**src/sv/dddu_pkg.sv**
```systemverilog
// ----------------------------------------------------------------------------
// dddu_pkg
// Widths, constants and types of the date difference unit.
// ----------------------------------------------------------------------------
`default_nettype none

package dddu_pkg;

    localparam int YEAR_W  = 14;
    localparam int MON_W   = 4;
    localparam int DAY_W   = 5;
    localparam int DN_W    = 23;   // day number, unsigned
    localparam int DIFF_W  = 23;   // result, signed
    localparam int WIDE_W  = DN_W + 1;

    localparam int YEAR_MAX_DEF = 9999;

    localparam logic signed [WIDE_W-1:0] DIFF_MAX = WIDE_W'(4194303);
    localparam logic signed [WIDE_W-1:0] DIFF_MIN = -WIDE_W'(4194304);

    typedef struct packed {
        logic [YEAR_W-1:0] year;
        logic [MON_W-1:0]  month;
        logic [DAY_W-1:0]  day;
    } date_t;

    typedef struct packed {
        logic [DN_W-1:0] dn;
        logic            ok;
    } lane_out_t;

    typedef struct packed {
        logic s1;
        logic s2;
    } stage_en_t;

endpackage

`default_nettype wire

```
**src/sv/dddu_lane.sv**
```systemverilog
// ----------------------------------------------------------------------------
// dddu_lane
// One date: two-stage day number and legality check.
// ----------------------------------------------------------------------------
`default_nettype none

module dddu_lane #(
    parameter int YEAR_MAX = dddu_pkg::YEAR_MAX_DEF
) (
    input  wire                  clk,
    input  dddu_pkg::stage_en_t  en,
    input  dddu_pkg::date_t      date,
    output dddu_pkg::lane_out_t  result
);

    localparam int YW       = dddu_pkg::YEAR_W;
    localparam int Q4_W     = YW - 2;
    localparam int Q100_W   = 8;
    localparam int RECIP_W  = 13;
    localparam int RECIP    = 5243;   // ~2^17 / 25
    localparam int RECIP_SH = 17;

    localparam logic [dddu_pkg::MON_W-1:0] MON_JAN = 4'd1;
    localparam logic [dddu_pkg::MON_W-1:0] MON_FEB = 4'd2;
    localparam logic [dddu_pkg::MON_W-1:0] MON_DEC = 4'd12;

    // y / 100 = (y / 4) / 25, reciprocal multiply exact for 12-bit quotients
    function automatic logic [Q100_W-1:0] div100(input logic [YW-1:0] y);
        logic [Q4_W+RECIP_W-1:0] p;
        begin
            p = (Q4_W+RECIP_W)'(y[YW-1:2]) * (Q4_W+RECIP_W)'(RECIP);
            return p[RECIP_SH +: Q100_W];
        end
    endfunction

    function automatic logic is_leap(input logic [YW-1:0] y, input logic [Q100_W-1:0] q);
        logic cent;
        begin
            cent = (y == YW'(YW'(q) * YW'(100)));
            return cent ? (q[1:0] == 2'd0) : (y[1:0] == 2'd0);
        end
    endfunction

    function automatic logic [8:0] days_before(input logic [dddu_pkg::MON_W-1:0] m);
        begin
            case (m)
                4'd0:    return 9'd0;
                4'd1:    return 9'd0;
                4'd2:    return 9'd31;
                4'd3:    return 9'd59;
                4'd4:    return 9'd90;
                4'd5:    return 9'd120;
                4'd6:    return 9'd151;
                4'd7:    return 9'd181;
                4'd8:    return 9'd212;
                4'd9:    return 9'd243;
                4'd10:   return 9'd273;
                4'd11:   return 9'd304;
                4'd12:   return 9'd334;
                default: return 9'd365;
            endcase
        end
    endfunction

    function automatic logic [dddu_pkg::DAY_W-1:0] month_len(
        input logic [dddu_pkg::MON_W-1:0] m,
        input logic                       leap
    );
        begin
            case (m)
                4'd2:    return leap ? 5'd29 : 5'd28;
                4'd4,
                4'd6,
                4'd9,
                4'd11:   return 5'd30;
                4'd1,
                4'd3,
                4'd5,
                4'd7,
                4'd8,
                4'd10,
                4'd12:   return 5'd31;
                default: return 5'd0;
            endcase
        end
    endfunction

    // stage 1
    logic [YW-1:0]                  ysat;
    logic [YW-1:0]                  nyr;
    logic [dddu_pkg::DN_W-1:0]      y365_reg;
    logic [Q4_W-1:0]                nq4_reg;
    logic [Q100_W-1:0]              nq100_reg;
    logic [YW-1:0]                  ysat_reg;
    logic [Q100_W-1:0]              sq100_reg;
    logic [YW-1:0]                  yraw_reg;
    logic [Q100_W-1:0]              rq100_reg;
    logic                           yzero_reg;
    logic [dddu_pkg::MON_W-1:0]     mon_reg;
    logic [dddu_pkg::DAY_W-1:0]     day_reg;

    assign ysat = (int'(date.year) > YEAR_MAX) ? YW'(YEAR_MAX) : date.year;
    assign nyr  = ysat - YW'(1);

    always_ff @(posedge clk)
    begin
        if (en.s1)
        begin
            y365_reg  <= dddu_pkg::DN_W'(ysat) * dddu_pkg::DN_W'(365);
            nq4_reg   <= nyr[YW-1:2];
            nq100_reg <= div100(nyr);
            ysat_reg  <= ysat;
            sq100_reg <= div100(ysat);
            yraw_reg  <= date.year;
            rq100_reg <= div100(date.year);
            yzero_reg <= (ysat == '0);
            mon_reg   <= date.month;
            day_reg   <= date.day;
        end
    end

    // stage 2
    logic                       leap_sat;
    logic                       leap_raw;
    logic [Q4_W-1:0]            leaps;
    logic [dddu_pkg::DN_W-1:0]  dn_next;
    logic                       ok_next;
    logic [dddu_pkg::DN_W-1:0]  dn_reg;
    logic                       ok_reg;

    always_comb
    begin
        leap_sat = is_leap(ysat_reg, sq100_reg);
        leap_raw = is_leap(yraw_reg, rq100_reg);
        // leap years in 0 .. y-1, year 0 included
        leaps = yzero_reg ? '0
              : nq4_reg - Q4_W'(nq100_reg) + Q4_W'(nq100_reg[Q100_W-1:2]) + Q4_W'(1);
        dn_next = y365_reg + dddu_pkg::DN_W'(leaps)
                + dddu_pkg::DN_W'(days_before(mon_reg))
                + dddu_pkg::DN_W'(day_reg)
                + dddu_pkg::DN_W'(leap_sat && (mon_reg > MON_FEB));
        ok_next = (mon_reg >= MON_JAN) && (mon_reg <= MON_DEC) && (day_reg != '0)
               && (day_reg <= month_len(mon_reg, leap_raw));
    end

    always_ff @(posedge clk)
    begin
        if (en.s2)
        begin
            dn_reg <= dn_next;
            ok_reg <= ok_next;
        end
    end

    assign result.dn = dn_reg;
    assign result.ok = ok_reg;

endmodule

`default_nettype wire

```
**src/sv/dddu_merge.sv**
```systemverilog
// ----------------------------------------------------------------------------
// dddu_merge
// Subtracts the two lane day numbers, saturates to the result width and registers the legality flags.
// ----------------------------------------------------------------------------
`default_nettype none

module dddu_merge (
    input  wire                               clk,
    input  wire                               en,
    input  dddu_pkg::lane_out_t               lane_a,
    input  dddu_pkg::lane_out_t               lane_b,
    output logic signed [dddu_pkg::DIFF_W-1:0] diff,
    output logic                              first_valid,
    output logic                              second_valid
);

    logic signed [dddu_pkg::WIDE_W-1:0] wide;
    logic signed [dddu_pkg::DIFF_W-1:0] diff_next;
    logic signed [dddu_pkg::DIFF_W-1:0] diff_reg;
    logic                               fa_reg;
    logic                               fb_reg;

    always_comb
    begin
        wide = $signed({1'b0, lane_a.dn}) - $signed({1'b0, lane_b.dn});
        if (wide > dddu_pkg::DIFF_MAX)
            diff_next = dddu_pkg::DIFF_MAX[dddu_pkg::DIFF_W-1:0];
        else if (wide < dddu_pkg::DIFF_MIN)
            diff_next = dddu_pkg::DIFF_MIN[dddu_pkg::DIFF_W-1:0];
        else
            diff_next = wide[dddu_pkg::DIFF_W-1:0];
    end

    always_ff @(posedge clk)
    begin
        if (en)
        begin
            diff_reg <= diff_next;
            fa_reg   <= lane_a.ok;
            fb_reg   <= lane_b.ok;
        end
    end

    assign diff         = diff_reg;
    assign first_valid  = fa_reg;
    assign second_valid = fb_reg;

endmodule

`default_nettype wire

```
**src/sv/date_difference_in_days_unit.sv**
```systemverilog
// Pipeline: two lane stages and one merge stage lie between input beat and result beat.
// Throughput: one date pair per cycle; each stage moves when the one after it is
// empty or moving, so a stalled result holds only the stages behind it.
// Reset: rst_n clears the stage valid flags asynchronously; data registers are not reset.
// ----------------------------------------------------------------------------
// date_difference_in_days_unit
// Gregorian day number difference of two dates, one lane per date.
// ----------------------------------------------------------------------------
`default_nettype none

module date_difference_in_days_unit #(
    parameter int YEAR_MAX = dddu_pkg::YEAR_MAX_DEF
) (
    input  wire         clk,
    input  wire         rst_n,
    input  wire         s_axis_tvalid,
    output logic        s_axis_tready,
    // year_a[13:0] month_a[17:14] day_a[22:18] year_b[36:23] month_b[40:37]
    // day_b[45:41], zero pad [47:46]
    input  wire  [47:0] s_axis_tdata,
    output logic        m_axis_tvalid,
    input  wire         m_axis_tready,
    // day_difference[22:0], zero pad [23]
    output logic [23:0] m_axis_tdata,
    // first_valid[0] second_valid[1]
    output logic [1:0]  m_axis_tuser
);

    dddu_pkg::date_t     date_a;
    dddu_pkg::date_t     date_b;
    dddu_pkg::stage_en_t en;
    dddu_pkg::lane_out_t lane_a;
    dddu_pkg::lane_out_t lane_b;

    logic signed [dddu_pkg::DIFF_W-1:0] diff;
    logic first_valid;
    logic second_valid;

    logic v1_reg, v2_reg, v3_reg;
    logic v1_next, v2_next, v3_next;
    logic ready1, ready2, ready3;

    assign date_a.year  = s_axis_tdata[13:0];
    assign date_a.month = s_axis_tdata[17:14];
    assign date_a.day   = s_axis_tdata[22:18];
    assign date_b.year  = s_axis_tdata[36:23];
    assign date_b.month = s_axis_tdata[40:37];
    assign date_b.day   = s_axis_tdata[45:41];

    assign ready3 = !v3_reg || m_axis_tready;
    assign ready2 = !v2_reg || ready3;
    assign ready1 = !v1_reg || ready2;

    assign en.s1 = ready1;
    assign en.s2 = ready2;

    assign v1_next = ready1 ? s_axis_tvalid : v1_reg;
    assign v2_next = ready2 ? v1_reg : v2_reg;
    assign v3_next = ready3 ? v2_reg : v3_reg;

    always_ff @(posedge clk or negedge rst_n)
    begin
        if (!rst_n)
        begin
            v1_reg <= 1'b0;
            v2_reg <= 1'b0;
            v3_reg <= 1'b0;
        end
        else
        begin
            v1_reg <= v1_next;
            v2_reg <= v2_next;
            v3_reg <= v3_next;
        end
    end

    dddu_lane #(.YEAR_MAX(YEAR_MAX)) u_lane_a (
        .clk    (clk),
        .en     (en),
        .date   (date_a),
        .result (lane_a)
    );

    dddu_lane #(.YEAR_MAX(YEAR_MAX)) u_lane_b (
        .clk    (clk),
        .en     (en),
        .date   (date_b),
        .result (lane_b)
    );

    dddu_merge u_merge (
        .clk          (clk),
        .en           (ready3),
        .lane_a       (lane_a),
        .lane_b       (lane_b),
        .diff         (diff),
        .first_valid  (first_valid),
        .second_valid (second_valid)
    );

    assign s_axis_tready = ready1;
    assign m_axis_tvalid = v3_reg;
    assign m_axis_tdata  = {1'b0, diff};
    assign m_axis_tuser  = {second_valid, first_valid};

endmodule

`default_nettype wire

```
**config.mk**
```make
export PLATFORM = sky130hd
export DESIGN_NAME = date_difference_in_days_unit
export DESIGN_NICKNAME = d
export VERILOG_FILES = /design/src/sv/dddu_pkg.sv /design/src/sv/dddu_lane.sv /design/src/sv/dddu_merge.sv /design/src/sv/date_difference_in_days_unit.sv
export SDC_FILE = /design/constraint.sdc
export NUM_CORES = 2
export LEC_CHECK = 0
export BUFFER_PORTS_ARGS = -buffer_cell sky130_fd_sc_hd__buf_4
export CAP_MARGIN = 10
export CORE_MARGIN = 1.5
export CORE_UTILIZATION = 30
export DETAILED_ROUTE_END_ITERATION = 16
export SLEW_MARGIN = 20
export SYNTH_ARGS = -nofsm -noshare
export SYNTH_HDL_FRONTEND = slang
export SYNTH_SLANG_ARGS = --single-unit
```
**constraint.sdc**
```tcl
create_clock -name clk -period 10.1 [get_ports clk]
set_input_delay 1.01 -clock clk [delete_from_list [all_inputs] [get_ports clk]]
set_output_delay 1.01 -clock clk [all_outputs]
set_load 0.03 [all_outputs]
```
==> summary.md <==
| Metric | Value |
|---|---|
| Final Hold Fails | 0 |
| Total core area | about 130,000 sq um |
| Max_slew headroom | a little over a fifth |
| Crit-path max FO | 16 |
| Worst min path class | in -> async |
| DRT antenna net count | 0 |
| # hold bufs at CTS | 0 |
| Yosys top cell area share | 26.5% |
| Initial core utilization | 30.2% |
| CTS root buffer | clkbuf_16 |
| EDFF count, synth | 263 |
| RR Endpoint | u_lane_b.dn_reg[17]$_DFFE_PP_ |
| CTS buffer count | 35 |
| Worst R2R Start | u_lane_b.sq100_reg[1]$_DFFE_PN_ |
| Via count | 25,200 |
| CTS tree | built |
| Worst Setup Path Type | in -> reg |
| Most used cell along the critical path | inv_1 |
| Clk_lat worst skew | slightly below 0.6 ns |
| H-tree depth | 2 |
| Fin crit period | 8.79 ns |
| Reg2Reg Depth | 25 |
| Vias in the first global route | 26,600 |
| Detailed placement HPWL | just under 70,000 microns |
| Synth Instances | 3,680 |
| Die area | between 100,000 and 150,000 sq um |
| IO Count | 80 |
| Most frequent cell after synthesis | ha_1 |
| First-pass GRT wire length | ~140,000 microns |
| WL met3 | 1910 microns |
| Async set-or-reset flop fraction in the synthesized netlist | about 1.1% |
| Post-CTS Setup Inserts | 0 |
| Routed met1 length | 38,700 microns |
| FP Rows | 131 |
| Tcrit/Tclk final | 87.0% |
| Drt drc | 0 |
| Largest net degree at the start of global routing | 68 |
| Syn Nets | 4,959 |
| Mean Syn Cell Area | around 10 sq um |
| Fmax | 0.114 GHz |
| Wirelength per Cell | between 10 and 15 microns |
| Post-synth top area cell | ha_1 |
| Initial DRC Count | 989 |
| Synth warn | 0 |
| Net count, final | 5,064 |
| TritonRoute pass-1 iters | 5 |
| Vias per inst | ~4.6 |
| Multi-input gate area | between 20,000 and 30,000 sq um |
| Top cells by area, synth | ha_1 27%, fa_1 21%, edfxtp_1 21% |
| Final wirelength | 81,600 microns |
| Max-cap violations | 0 |
| GRT overflow | 0 |
| Top Layer Used | met5 |
| Fraction of layout cells with a size suffix above 1 | between 5 and 6% |
| Seq cells post-synth | roughly 280 |
| RSZ-0062 raised after global routing | false |
| Total GRT Usage | 12.9% |
| Outcome | finished clean |
| Port bufs | 76 |
| Met2 WL | between 30,000 and 40,000 microns |
| Worst Setup End Kind | flip-flop |
| Post-CTS sizing | 0 |
| Top cells by count, synth | 815 x ha_1, 809 x inv_1, 412 x fa_1 |
| Crit path DAT | 9.09 ns |
| CTS Sinks | around 280 |
| Die Span Y | 361 microns |
| Placer congestion estimate | 0.852 |
| FILL cells | 12,700 |
| Final Max Tran Viols | 0 |
| Final worst clock skew | 0.0337 ns |
| Diode count | 0 |
| Distinct cells, synth | 84 |
| Crit-path slowest cell | xnor2_1 |
| Worst slew pin tran | 1.17 ns |
| Setup crit end | u_lane_a.nq100_reg[6]$_DFFE_PN_ |
| Antenna violations before repair | 2 |
| Primary FF master, synth | edfxtp_1 |
| Cell Area, Synth | 38,500 sq um |
| Register area | 8330 sq um |
| Flop-to-flop setup slack | ~2.9 ns |
| CP required | 10.40 ns |
| Largest stage delay on the critical path | ~0.75 ns |
| Critical Path Start | s_axis_tdata[12] |
| Register area share after synthesis | 21.7% |
| Clock transition at path regs | 0.06 ns |
| CTS max path bufs | 3 |
| Setup tns final | 0 ns |
| Startpoint class of the critical path | input port |
| Die width | 361 microns |
| Area Growth Syn to Fin | 10.2% |
| # setup viols final | 0 |
logic make-up (layout without fill, tap and decap cells):
family                   after synthesis  count (layout)  share of synthesized area, %
adder cells (fa/ha/maj)             1229            1229                          48.0
buffers and inverters                840             972                          8.25
AND/OR/NAND/NOR                      561             561                          7.37
AO/OA/AOI/OAI                        500             500                          8.59
flip-flops                           284             284                          21.7
XOR/XNOR                             248             248                          5.65
multiplexers                          17              17                         0.449
other                                  1               1                       0.00975
worst min-delay path by stage:
| stage | slack (ns) | cells after the start | to |
|---|---|---|---|
| final | 0.22 | 1 | m_axis_tvalid$_DFFE_PN0P_ |
| after global routing | 0.19 | 1 | m_axis_tvalid$_DFFE_PN0P_ |
| after CTS | 0.17 | 1 | m_axis_tvalid$_DFFE_PN0P_ |
| after detailed placement | 0.40 | 0 | u_merge.first_valid$_DFFE_PP_ |
| after global placement | 0.41 | 0 | u_merge.first_valid$_DFFE_PP_ |
| after floorplan | 0.40 | 0 | u_merge.first_valid$_DFFE_PP_ |
per-stage QoR:
stage	instances	setup WS (ns)	utilization (%)	hold WS (ns)	instance area, sq um
2_1_floorplan	3680	0.718	-	0.400	38500
3_3_place_gp	5410	0.916	32.3	0.409	41200
3_5_place_dp	5410	0.735	32.3	0.405	41200
4_1_cts	5474	1.30	33.3	0.169	42400
5_1_grt	5474	0.841	33.3	0.186	42400
6_report	5474	1.31	33.3	0.215	42400
final cells by class:
| cell class | instances | share of cell area, % |
|---|---|---|
| repair buffers | 99 | 1.75 |
| well taps | 1662 | 4.91 |
| multi-input cells | 2556 | 63.6 |
| clock buffers | 45 | 2.23 |
| flip-flops and latches | 284 | 19.7 |
| inverters | 809 | 7.17 |
| clock inverters | 19 | 0.638 |
layout by cell type, fill, tap and decap left out, types with 40 or more instances in the layout:
master,n
a21o_1,65
a21oi_1,134
buf_4,99
edfxtp_1,263
fa_1,412
ha_1,815
inv_1,808
nand2_1,117
nand3_1,40
nor2_1,147
nor3_1,49
o21ai_0,101
xnor2_1,183
xor2_1,65
metal layers:
metal | vias up | track usage [%]
met1 | 12300 | 17.2
met3 | 86 | 0.953
met5 | - | 0
met2 | 283 | 22.4
li1 | 12600 | -
met4 | 2 | 3.37
critical path, delay by kind of cell:
family | cells | cell delay [ns]
buffers and inverters | 8 | 0.94
adders and majority gates | 8 | 3.06
xor gates and xnor gates | 3 | 1.08
and+or+nand+nor | 5 | 1.14
AOI/OAI and AO/OA | 6 | 1.87
Power is left out: the tool's default activity adds up to more than one toggle a clock period on the data nets, which glitch-free logic cannot reach.
